File: config.mk
export PLATFORM = sky130hd
export DESIGN_NAME = per_thread_stream_pool_binder
export DESIGN_NICKNAME = d
export VERILOG_FILES = /design/src/hdl/psb_pkg.sv /design/src/hdl/psb_ffs.sv /design/src/hdl/psb_core.sv /design/src/hdl/per_thread_stream_pool_binder.sv
export SDC_FILE = /design/constraint.sdc
export NUM_CORES = 2
export LEC_CHECK = 0
export ABC_AREA = 1
export BUFFER_PORTS_ARGS = -buffer_cell sky130_fd_sc_hd__buf_2
export CORE_MARGIN = 5
export CORE_UTILIZATION = 40
export CTS_BUF_LIST = sky130_fd_sc_hd__clkbuf_4
export CTS_CLUSTER_DIAMETER = 200
export DETAILED_ROUTE_END_ITERATION = 8
export PLACE_DENSITY = 0.68
export SLEW_MARGIN = 20
export SYNTH_ARGS = -nofsm -noshare
export SYNTH_HDL_FRONTEND = slang
export SYNTH_SLANG_ARGS = --single-unit
File: constraint.sdc
create_clock -name i_clk -period 5 [get_ports i_clk]
set_clock_uncertainty 0.15 [all_clocks]
set_input_delay 0.5 -clock i_clk [delete_from_list [all_inputs] [get_ports i_clk]]
set_output_delay 0.5 -clock i_clk [all_outputs]
set_load 0.1 [all_outputs]
File: src/hdl/psb_pkg.sv
// Types and codes for the per-thread stream pool binder.
// No dependencies; used by every module of the block except psb_ffs.
package psb_pkg;

    localparam int KIND_W   = 3;
    localparam int THREAD_W = 4;
    localparam int SIDX_W   = 5;
    localparam int STAT_W   = 3;
    localparam int USES_W   = 32;
    localparam int COUNT_W  = 5;
    localparam int MODE_W   = 2;

    localparam logic [KIND_W-1:0] KIND_ACQUIRE  = 3'd0;
    localparam logic [KIND_W-1:0] KIND_RELEASE  = 3'd1;
    localparam logic [KIND_W-1:0] KIND_SUBMIT   = 3'd2;
    localparam logic [KIND_W-1:0] KIND_SYNC     = 3'd3;
    localparam logic [KIND_W-1:0] KIND_QUERY    = 3'd4;
    localparam logic [KIND_W-1:0] KIND_SHUTDOWN = 3'd5;

    localparam logic [STAT_W-1:0] ST_OK      = 3'd0;
    localparam logic [STAT_W-1:0] ST_SHUT    = 3'd1;
    localparam logic [STAT_W-1:0] ST_NOFREE  = 3'd2;
    localparam logic [STAT_W-1:0] ST_UNBOUND = 3'd3;
    localparam logic [STAT_W-1:0] ST_PENDING = 3'd4;

    localparam logic [MODE_W-1:0] MODE_FREE   = 2'd0;
    localparam logic [MODE_W-1:0] MODE_BOUND  = 2'd1;
    localparam logic [MODE_W-1:0] MODE_ACTIVE = 2'd2;

    typedef struct packed {
        logic [KIND_W-1:0]   kind;
        logic [THREAD_W-1:0] thread;
    } t_item;

    typedef struct packed {
        logic [SIDX_W-1:0]  stream_index;
        logic               bound;
        logic [STAT_W-1:0]  status;
        logic [USES_W-1:0]  use_total;
        logic [COUNT_W-1:0] binding_count;
    } t_result;

endpackage

File: src/hdl/psb_ffs.sv
// Lowest-set-bit priority encoder over the free-stream mask.
// Standalone; instantiated by psb_core.
module psb_ffs #(
    parameter int W  = 32,
    parameter int IW = 5
) (
    input  logic [W-1:0]  i_mask,
    output logic          o_found,
    output logic [IW-1:0] o_index
);

    always_comb begin
        o_found = 1'b0;
        o_index = '0;
        // scan from the top so the lowest set bit wins
        for (int i = W - 1; i >= 0; i--) begin
            if (i_mask[i]) begin
                o_found = 1'b1;
                o_index = IW'(i);
            end
        end
    end

endmodule

File: src/hdl/psb_core.sv
// Binding tables, stream state and the per-item decision logic.
// Depends on psb_pkg and psb_ffs.
module psb_core #(
    parameter int STREAM_COUNT = 32,
    parameter int THREAD_COUNT = 16
) (
    input  logic              i_clk,
    input  logic              i_rst_n,
    input  logic              i_valid,
    input  psb_pkg::t_item    i_item,
    output psb_pkg::t_result  o_result
);

    localparam int SW = (STREAM_COUNT > 1) ? $clog2(STREAM_COUNT) : 1;
    localparam int TW = (THREAD_COUNT > 1) ? $clog2(THREAD_COUNT) : 1;
    localparam int IW = (TW > psb_pkg::THREAD_W) ? TW : psb_pkg::THREAD_W;

    logic                         r_bind_valid [THREAD_COUNT];
    logic [psb_pkg::SIDX_W-1:0]   r_bind_stream [THREAD_COUNT];
    logic [psb_pkg::MODE_W-1:0]   r_mode [STREAM_COUNT];
    logic [psb_pkg::USES_W-1:0]   r_uses [STREAM_COUNT];
    logic [STREAM_COUNT-1:0]      r_free_mask;
    logic                         r_alive;
    logic [psb_pkg::COUNT_W-1:0]  r_count;

    logic [STREAM_COUNT-1:0]      n_free_mask;
    logic                         n_alive;
    logic [psb_pkg::COUNT_W-1:0]  n_count;

    logic [IW-1:0]                w_tid_ext;
    logic [TW-1:0]                w_tidx;
    logic                         w_valid_thread;
    logic                         w_has;
    logic [SW-1:0]                w_s;
    logic                         w_ffs_found;
    logic [SW-1:0]                w_ffs_idx;
    logic [SW-1:0]                w_rd_addr;
    logic [psb_pkg::USES_W-1:0]   w_uses_rd;
    logic [psb_pkg::USES_W-1:0]   w_uses_new;
    logic                         w_acq_ok;
    logic                         w_rel_ok;
    logic                         w_sub_ok;
    logic                         w_sync_ok;
    logic                         w_shut;
    logic [psb_pkg::STAT_W-1:0]   w_status;
    logic                         w_bound_after;
    logic [SW-1:0]                w_idx_after;

    psb_ffs #(
        .W  (STREAM_COUNT),
        .IW (SW)
    ) u_ffs (
        .i_mask  (r_free_mask),
        .o_found (w_ffs_found),
        .o_index (w_ffs_idx)
    );

    always_comb begin
        w_tid_ext      = IW'(i_item.thread);
        w_valid_thread = (32'(i_item.thread) < THREAD_COUNT);
        // out-of-range threads read entry zero, gated off by w_valid_thread
        w_tidx         = w_valid_thread ? w_tid_ext[TW-1:0] : '0;
        w_has          = w_valid_thread && r_bind_valid[w_tidx];
        w_s            = r_bind_stream[w_tidx][SW-1:0];
        w_rd_addr      = w_has ? w_s : w_ffs_idx;
        w_uses_rd      = r_uses[w_rd_addr];

        w_acq_ok  = 1'b0;
        w_rel_ok  = 1'b0;
        w_sub_ok  = 1'b0;
        w_sync_ok = 1'b0;
        w_shut    = 1'b0;
        w_status  = psb_pkg::ST_OK;

        if (i_item.kind == psb_pkg::KIND_SHUTDOWN) begin
            w_shut = 1'b1;
        end else if (!w_valid_thread) begin
            w_status = psb_pkg::ST_UNBOUND;
        end else begin
            case (i_item.kind)
                psb_pkg::KIND_ACQUIRE: begin
                    if (!r_alive) begin
                        w_status = psb_pkg::ST_SHUT;
                    end else if (!w_has) begin
                        if (!w_ffs_found) begin
                            w_status = psb_pkg::ST_NOFREE;
                        end else begin
                            w_acq_ok = 1'b1;
                        end
                    end
                end
                psb_pkg::KIND_RELEASE: begin
                    if (w_has) begin
                        if (r_mode[w_s] == psb_pkg::MODE_ACTIVE) begin
                            w_status = psb_pkg::ST_PENDING;
                        end else begin
                            w_rel_ok = 1'b1;
                        end
                    end
                end
                psb_pkg::KIND_SUBMIT: begin
                    if (!w_has) begin
                        w_status = psb_pkg::ST_UNBOUND;
                    end else begin
                        w_sub_ok = 1'b1;
                    end
                end
                psb_pkg::KIND_SYNC: begin
                    w_sync_ok = w_has;
                end
                default: begin
                    // query and unused kinds only report
                end
            endcase
        end

        w_uses_new    = w_sub_ok ? psb_pkg::USES_W'(w_uses_rd + 32'd1) : w_uses_rd;
        w_bound_after = w_acq_ok || (w_has && !w_rel_ok);
        w_idx_after   = w_acq_ok ? w_ffs_idx : w_s;

        n_free_mask = r_free_mask;
        n_count     = r_count;
        n_alive     = r_alive && !w_shut;
        if (w_acq_ok) begin
            n_free_mask[w_ffs_idx] = 1'b0;
            n_count = psb_pkg::COUNT_W'(r_count + 5'd1);
        end else if (w_rel_ok) begin
            n_free_mask[w_s] = 1'b1;
            n_count = psb_pkg::COUNT_W'(r_count - 5'd1);
        end

        o_result.stream_index  = w_bound_after ? psb_pkg::SIDX_W'(w_idx_after) : '0;
        o_result.bound         = w_bound_after;
        o_result.status        = w_status;
        o_result.use_total     = w_bound_after ? w_uses_new : '0;
        o_result.binding_count = n_count;
    end

    always_ff @(posedge i_clk) begin
        if (!i_rst_n) begin
            r_free_mask <= '1;
            r_alive     <= 1'b1;
            r_count     <= '0;
            for (int t = 0; t < THREAD_COUNT; t++) begin
                r_bind_valid[t] <= 1'b0;
            end
            for (int s = 0; s < STREAM_COUNT; s++) begin
                r_mode[s] <= psb_pkg::MODE_FREE;
                r_uses[s] <= '0;
            end
        end else if (i_valid) begin
            r_free_mask <= n_free_mask;
            r_alive     <= n_alive;
            r_count     <= n_count;
            if (w_acq_ok) begin
                r_bind_valid[w_tidx]  <= 1'b1;
                r_bind_stream[w_tidx] <= psb_pkg::SIDX_W'(w_ffs_idx);
                r_mode[w_ffs_idx]     <= psb_pkg::MODE_BOUND;
            end
            if (w_rel_ok) begin
                r_bind_valid[w_tidx] <= 1'b0;
                r_mode[w_s]          <= psb_pkg::MODE_FREE;
            end
            if (w_sub_ok) begin
                r_mode[w_s] <= psb_pkg::MODE_ACTIVE;
                r_uses[w_s] <= w_uses_new;
            end
            if (w_sync_ok) begin
                r_mode[w_s] <= psb_pkg::MODE_BOUND;
            end
        end
    end

endmodule

File: src/hdl/per_thread_stream_pool_binder.sv
// Top level of the per-thread stream pool binder: input and result registers.
// Depends on psb_pkg and psb_core.
//
//  channel   ports                      transfer when
//  request   start, busy, i_item        start && !busy at a rising edge
//  result    o_valid, o_result          o_valid high for one cycle
//
// One request per cycle; its result passes the input register, then the table
// lookup, lowest-free-stream encode and update, then the result register, and
// is then on the ports.
// busy is high only while reset is asserted; reset clears all bindings,
// frees every stream, zeroes the use counters and reopens the pool.
// Results cannot be stalled: each is shown for exactly one cycle.
module per_thread_stream_pool_binder #(
    parameter int STREAM_COUNT = 32,
    parameter int THREAD_COUNT = 16
) (
    input  logic              i_clk,
    input  logic              i_rst_n,
    input  logic              start,
    output logic              busy,
    input  psb_pkg::t_item    i_item,
    output logic              o_valid,
    output psb_pkg::t_result  o_result
);

    logic              r_in_valid;
    psb_pkg::t_item    r_item;
    logic              r_valid;
    psb_pkg::t_result  r_result;
    psb_pkg::t_result  w_result;

    assign busy = !i_rst_n;

    psb_core #(
        .STREAM_COUNT (STREAM_COUNT),
        .THREAD_COUNT (THREAD_COUNT)
    ) u_core (
        .i_clk    (i_clk),
        .i_rst_n  (i_rst_n),
        .i_valid  (r_in_valid),
        .i_item   (r_item),
        .o_result (w_result)
    );

    always_ff @(posedge i_clk) begin
        if (!i_rst_n) begin
            r_in_valid <= 1'b0;
            r_valid    <= 1'b0;
        end else begin
            r_in_valid <= start && !busy;
            r_valid    <= r_in_valid;
        end
    end

    always_ff @(posedge i_clk) begin
        r_item   <= i_item;
        r_result <= w_result;
    end

    assign o_valid  = r_valid;
    assign o_result = r_result;

endmodule

==> out/qor.yml <==
floorplanning:
  start_util_pct: 40.1
  rows: 140
  dieHeight_um: 392
  dieWidth_um: 392
  die_area_um2: 154000
  pin_count: 58
  core_um2: 145000
synthesis:
  synthArstFlopShare_pct: 0
  synth_area_leaders: "edfxtp_1 (60%), nand3_1 (11%), nor2_1 (7.4%)"
  netlist_area_um2: 58400
  yosysTopAreaCell: "edfxtp_1"
  ys_ff_latch: 1277
  yosysUniqueCellTypes: 50
  synthSimpleGateAreaFrac_pct: 26.6
  ys_warn_count: 0
  ys_seq_area_share_pct: 63.8
  synthCells: 5965
  synth_fp_nets: 5978
  syn_avg_cell_area_um2: 9.78
  synth_xor_area_share_pct: 0.253
  synth_top_area_share_pct: 60.1
  synth_compound_area_share_pct: 3.90
  synth.most_common_cell: "nand3_1"
  yosys_most_used_dff: "edfxtp_1"
  synth-edff-count: 1168
  muxShareOfSynthArea_pct: 0
  synth_fa_ha_area_share_pct: 0.0643
  synth.top_cells.by_count: "nand3_1 (1,334), edfxtp_1 (1,168), nor2_1 (1,144)"
  synth_top_family_by_area: "simple AND/OR/NAND/NOR gates"
drt:
  firstDrtPassIters: 9
  wl_mm: 205
  vias: 50300
  drc: 0
  antenna_left: 0
  wl_per_cell_um: 23.7
  drtIter0Drc: 7298
  avgViaCountPerCell: 5.82
timing:
  setup_viol: 577
  setup_ws_ns: -0.195
  finalCritPeriodShare_pct: 104
  rsz0062_at_grt: "true"
  period_minus_slack_ns: 5.20
  slew-limit-headroom_pct: 26.9
  setup_tns_ns: -37.86
  hold_viol_final: 0
  worst_pin_slew_ns: 1.09
  timing.fmax_mhz: 192
  drv_slew: 0
power:
  p_leak_nw: 27.1
  ir_worst_vdd_mv: 0.201
  power_density_nw_per_um2: 323
  power_mw: 23.2
grt:
  gr-total-overflow: 0
  track_usage_pct: 25.7
  grt_max_degree: 116
  grt_pass1_vias: 49000
  grt_antenna_before_repair: 7
  grt_pass1_wl_mm: 299
final_layout:
  nFillCells: 12900
  seqCellArea_um2: 37300
  multi_input_area_um2: 19500
  fin_area_um2: 71800
  area_growth_pct: 23.0
  fin_util_pct: 49.4
  drive_gt1_share_pct: 23.1
  nNetsFinal: 6489
clocking:
  clockBufferDepth: 4
  root_buffer: "clkbuf_4"
  h-tree-depth: 5
  cts_tree: "built"
  clk_latency_ns: 1.35
  clock-sinks: 1277
  cts.reportedPaths.clkPinSlew_ns: 0.06
  cts-buffers-inserted: 349
place:
  place.gp.congestion: 0.935
  io_buffers: 57
  place_ws_ns: -0.306
  dp_hpwl_mm: 116
  dpl_cell_area_um2: 64500
setup_path:
  critPathCaptureType: "register"
  required_ns: 5.84
  cp.buffers_inverters: 7
  cpMostUsedCell: "nand2_1"
  worstSetupPathType: "register to register"
  critPathLaunchType: "register"
  cp_top_family: "simple AND/OR/NAND/NOR gates"
  slowest_delay_ns: 0.33
  cp.arrival_ns: 6.03
  slowest_stage: "dfxtp_2"
  cp_max_fo: 10
flow_run:
  max_cap_viol_count: 0
outcome:
  violations: "setup timing"
  status: "finished, violations left"
min_path:
  worstHoldPathType: "input pin to register"
-- per-stage QoR --
| step | hold WS [ns] | cells |
|---|---|---|
| after detailed placement | 0.309 | 7925 |
| after global placement | 0.300 | 7925 |
| after CTS | 0.0348 | 8584 |
| after floorplan | 0.272 | 5965 |
| final | 0.171 | 8642 |
| after global routing | 0.0803 | 8642 |
-- layer usage --
metal / global-route usage, % / part of all wire, % / vias up
met2: 40.7 / 46 / 3839
li1: - / - / 21800
met1: 32.3 / 35 / 23900
met3: 6.56 / 13 / 743
met4: 14.0 / 5.2 / 4
met5: 0 / 0.032 / -
-- placed cells by master, fill, tap and decap left out, types with 8 or more instances in the layout --
cell / n
a21oi_1: 98
a21oi_2: 30
a22oi_1: 54
a31o_2: 14
buf_12: 144
buf_16: 17
buf_2: 56
buf_4: 378
buf_6: 22
clkbuf_16: 14
clkbuf_4: 523
clkinv_1: 58
clkinv_2: 8
dfxtp_1: 108
dlygate4sd3_1: 19
edfxtp_1: 1168
inv_1: 163
inv_2: 18
nand2_1: 962
nand2_2: 81
nand2_4: 17
nand3_1: 1222
nand3_2: 99
nand3_4: 16
nand4_1: 14
nor2_1: 1118
nor2_2: 42
nor2_4: 19
nor3_1: 27
o211ai_1: 21
o21ai_0: 62
o21ai_1: 8
o22ai_1: 22
-- repair_timing --
action / in CTS / in global routing
hold endpoints to repair: 156 / 0
buffers inserted: 30 / 35
pin swaps: 17 / 56
gates resized for setup: 154 / 160
hold buffers: 19 / 0
setup endpoints to repair: 927 / 1144
cloned: 16 / 19
-- cell type report --
type | count | area share (%)
antenna | 6 | 0.0209
clock buffer | 523 | 5.47
clock inverter | 71 | 0.572
inverter | 185 | 1.01
multi-input combinational | 4000 | 27.1
sequential | 1277 | 51.9
tap | 1917 | 3.34
timing repair buffer | 663 | 10.6
-- where the power goes --
part           leakage, nW  total (mW)  switching, mW  internal, mW
registers             12.2        12.2          0.137          12.0
logic                 12.3        1.57           1.05         0.522
clock network         2.60        9.42           4.42          5.00
total                 27.1        23.2           5.61          17.6
-- logic make-up after synthesis --
logic type,count (synthesis)
AO/OA/AOI/OAI,354
XOR/XNOR,16
adder cells (fa/ha/maj),3
buffers and inverters,690
flip-flops,1277
AND/OR/NAND/NOR,3625
-- sequential cells by signal, summed over array words and instances (netlist names) --
signal and count:
r_in_valid 1, u_core.r_alive 1, u_core.r_mode 64, u_core.r_bind_valid 16, o_valid 1, u_core.r_uses 1024
u_core.r_bind_stream 80, o_result 46, u_core.r_free_mask 32, u_core.r_count 5, r_item 7
-- final timing paths --
kind	start	endpoint	slack, ns	cells after the start
min reg2reg	u_core.r_alive$_SDFFE_PN1P_	u_core.r_alive$_SDFFE_PN1P_	0.34	2
max	u_core.r_free_mask[30]$_SDFFE_PN1P_	u_core.r_uses[9][30]$_SDFFCE_PN0P_	-0.20	52
max reg2reg	u_core.r_free_mask[30]$_SDFFE_PN1P_	u_core.r_uses[9][30]$_SDFFCE_PN0P_	-0.20	52
min	i_item[0]	r_item[0]$_DFF_P_	0.17	3
-- tightest hold or removal path: stages --
cell	delay [ns]
dlygate4sd3_1	0.52
buf_2	0.09
dlygate4sd3_1	0.52
Note: power is estimated with default switching activity, not from simulation.
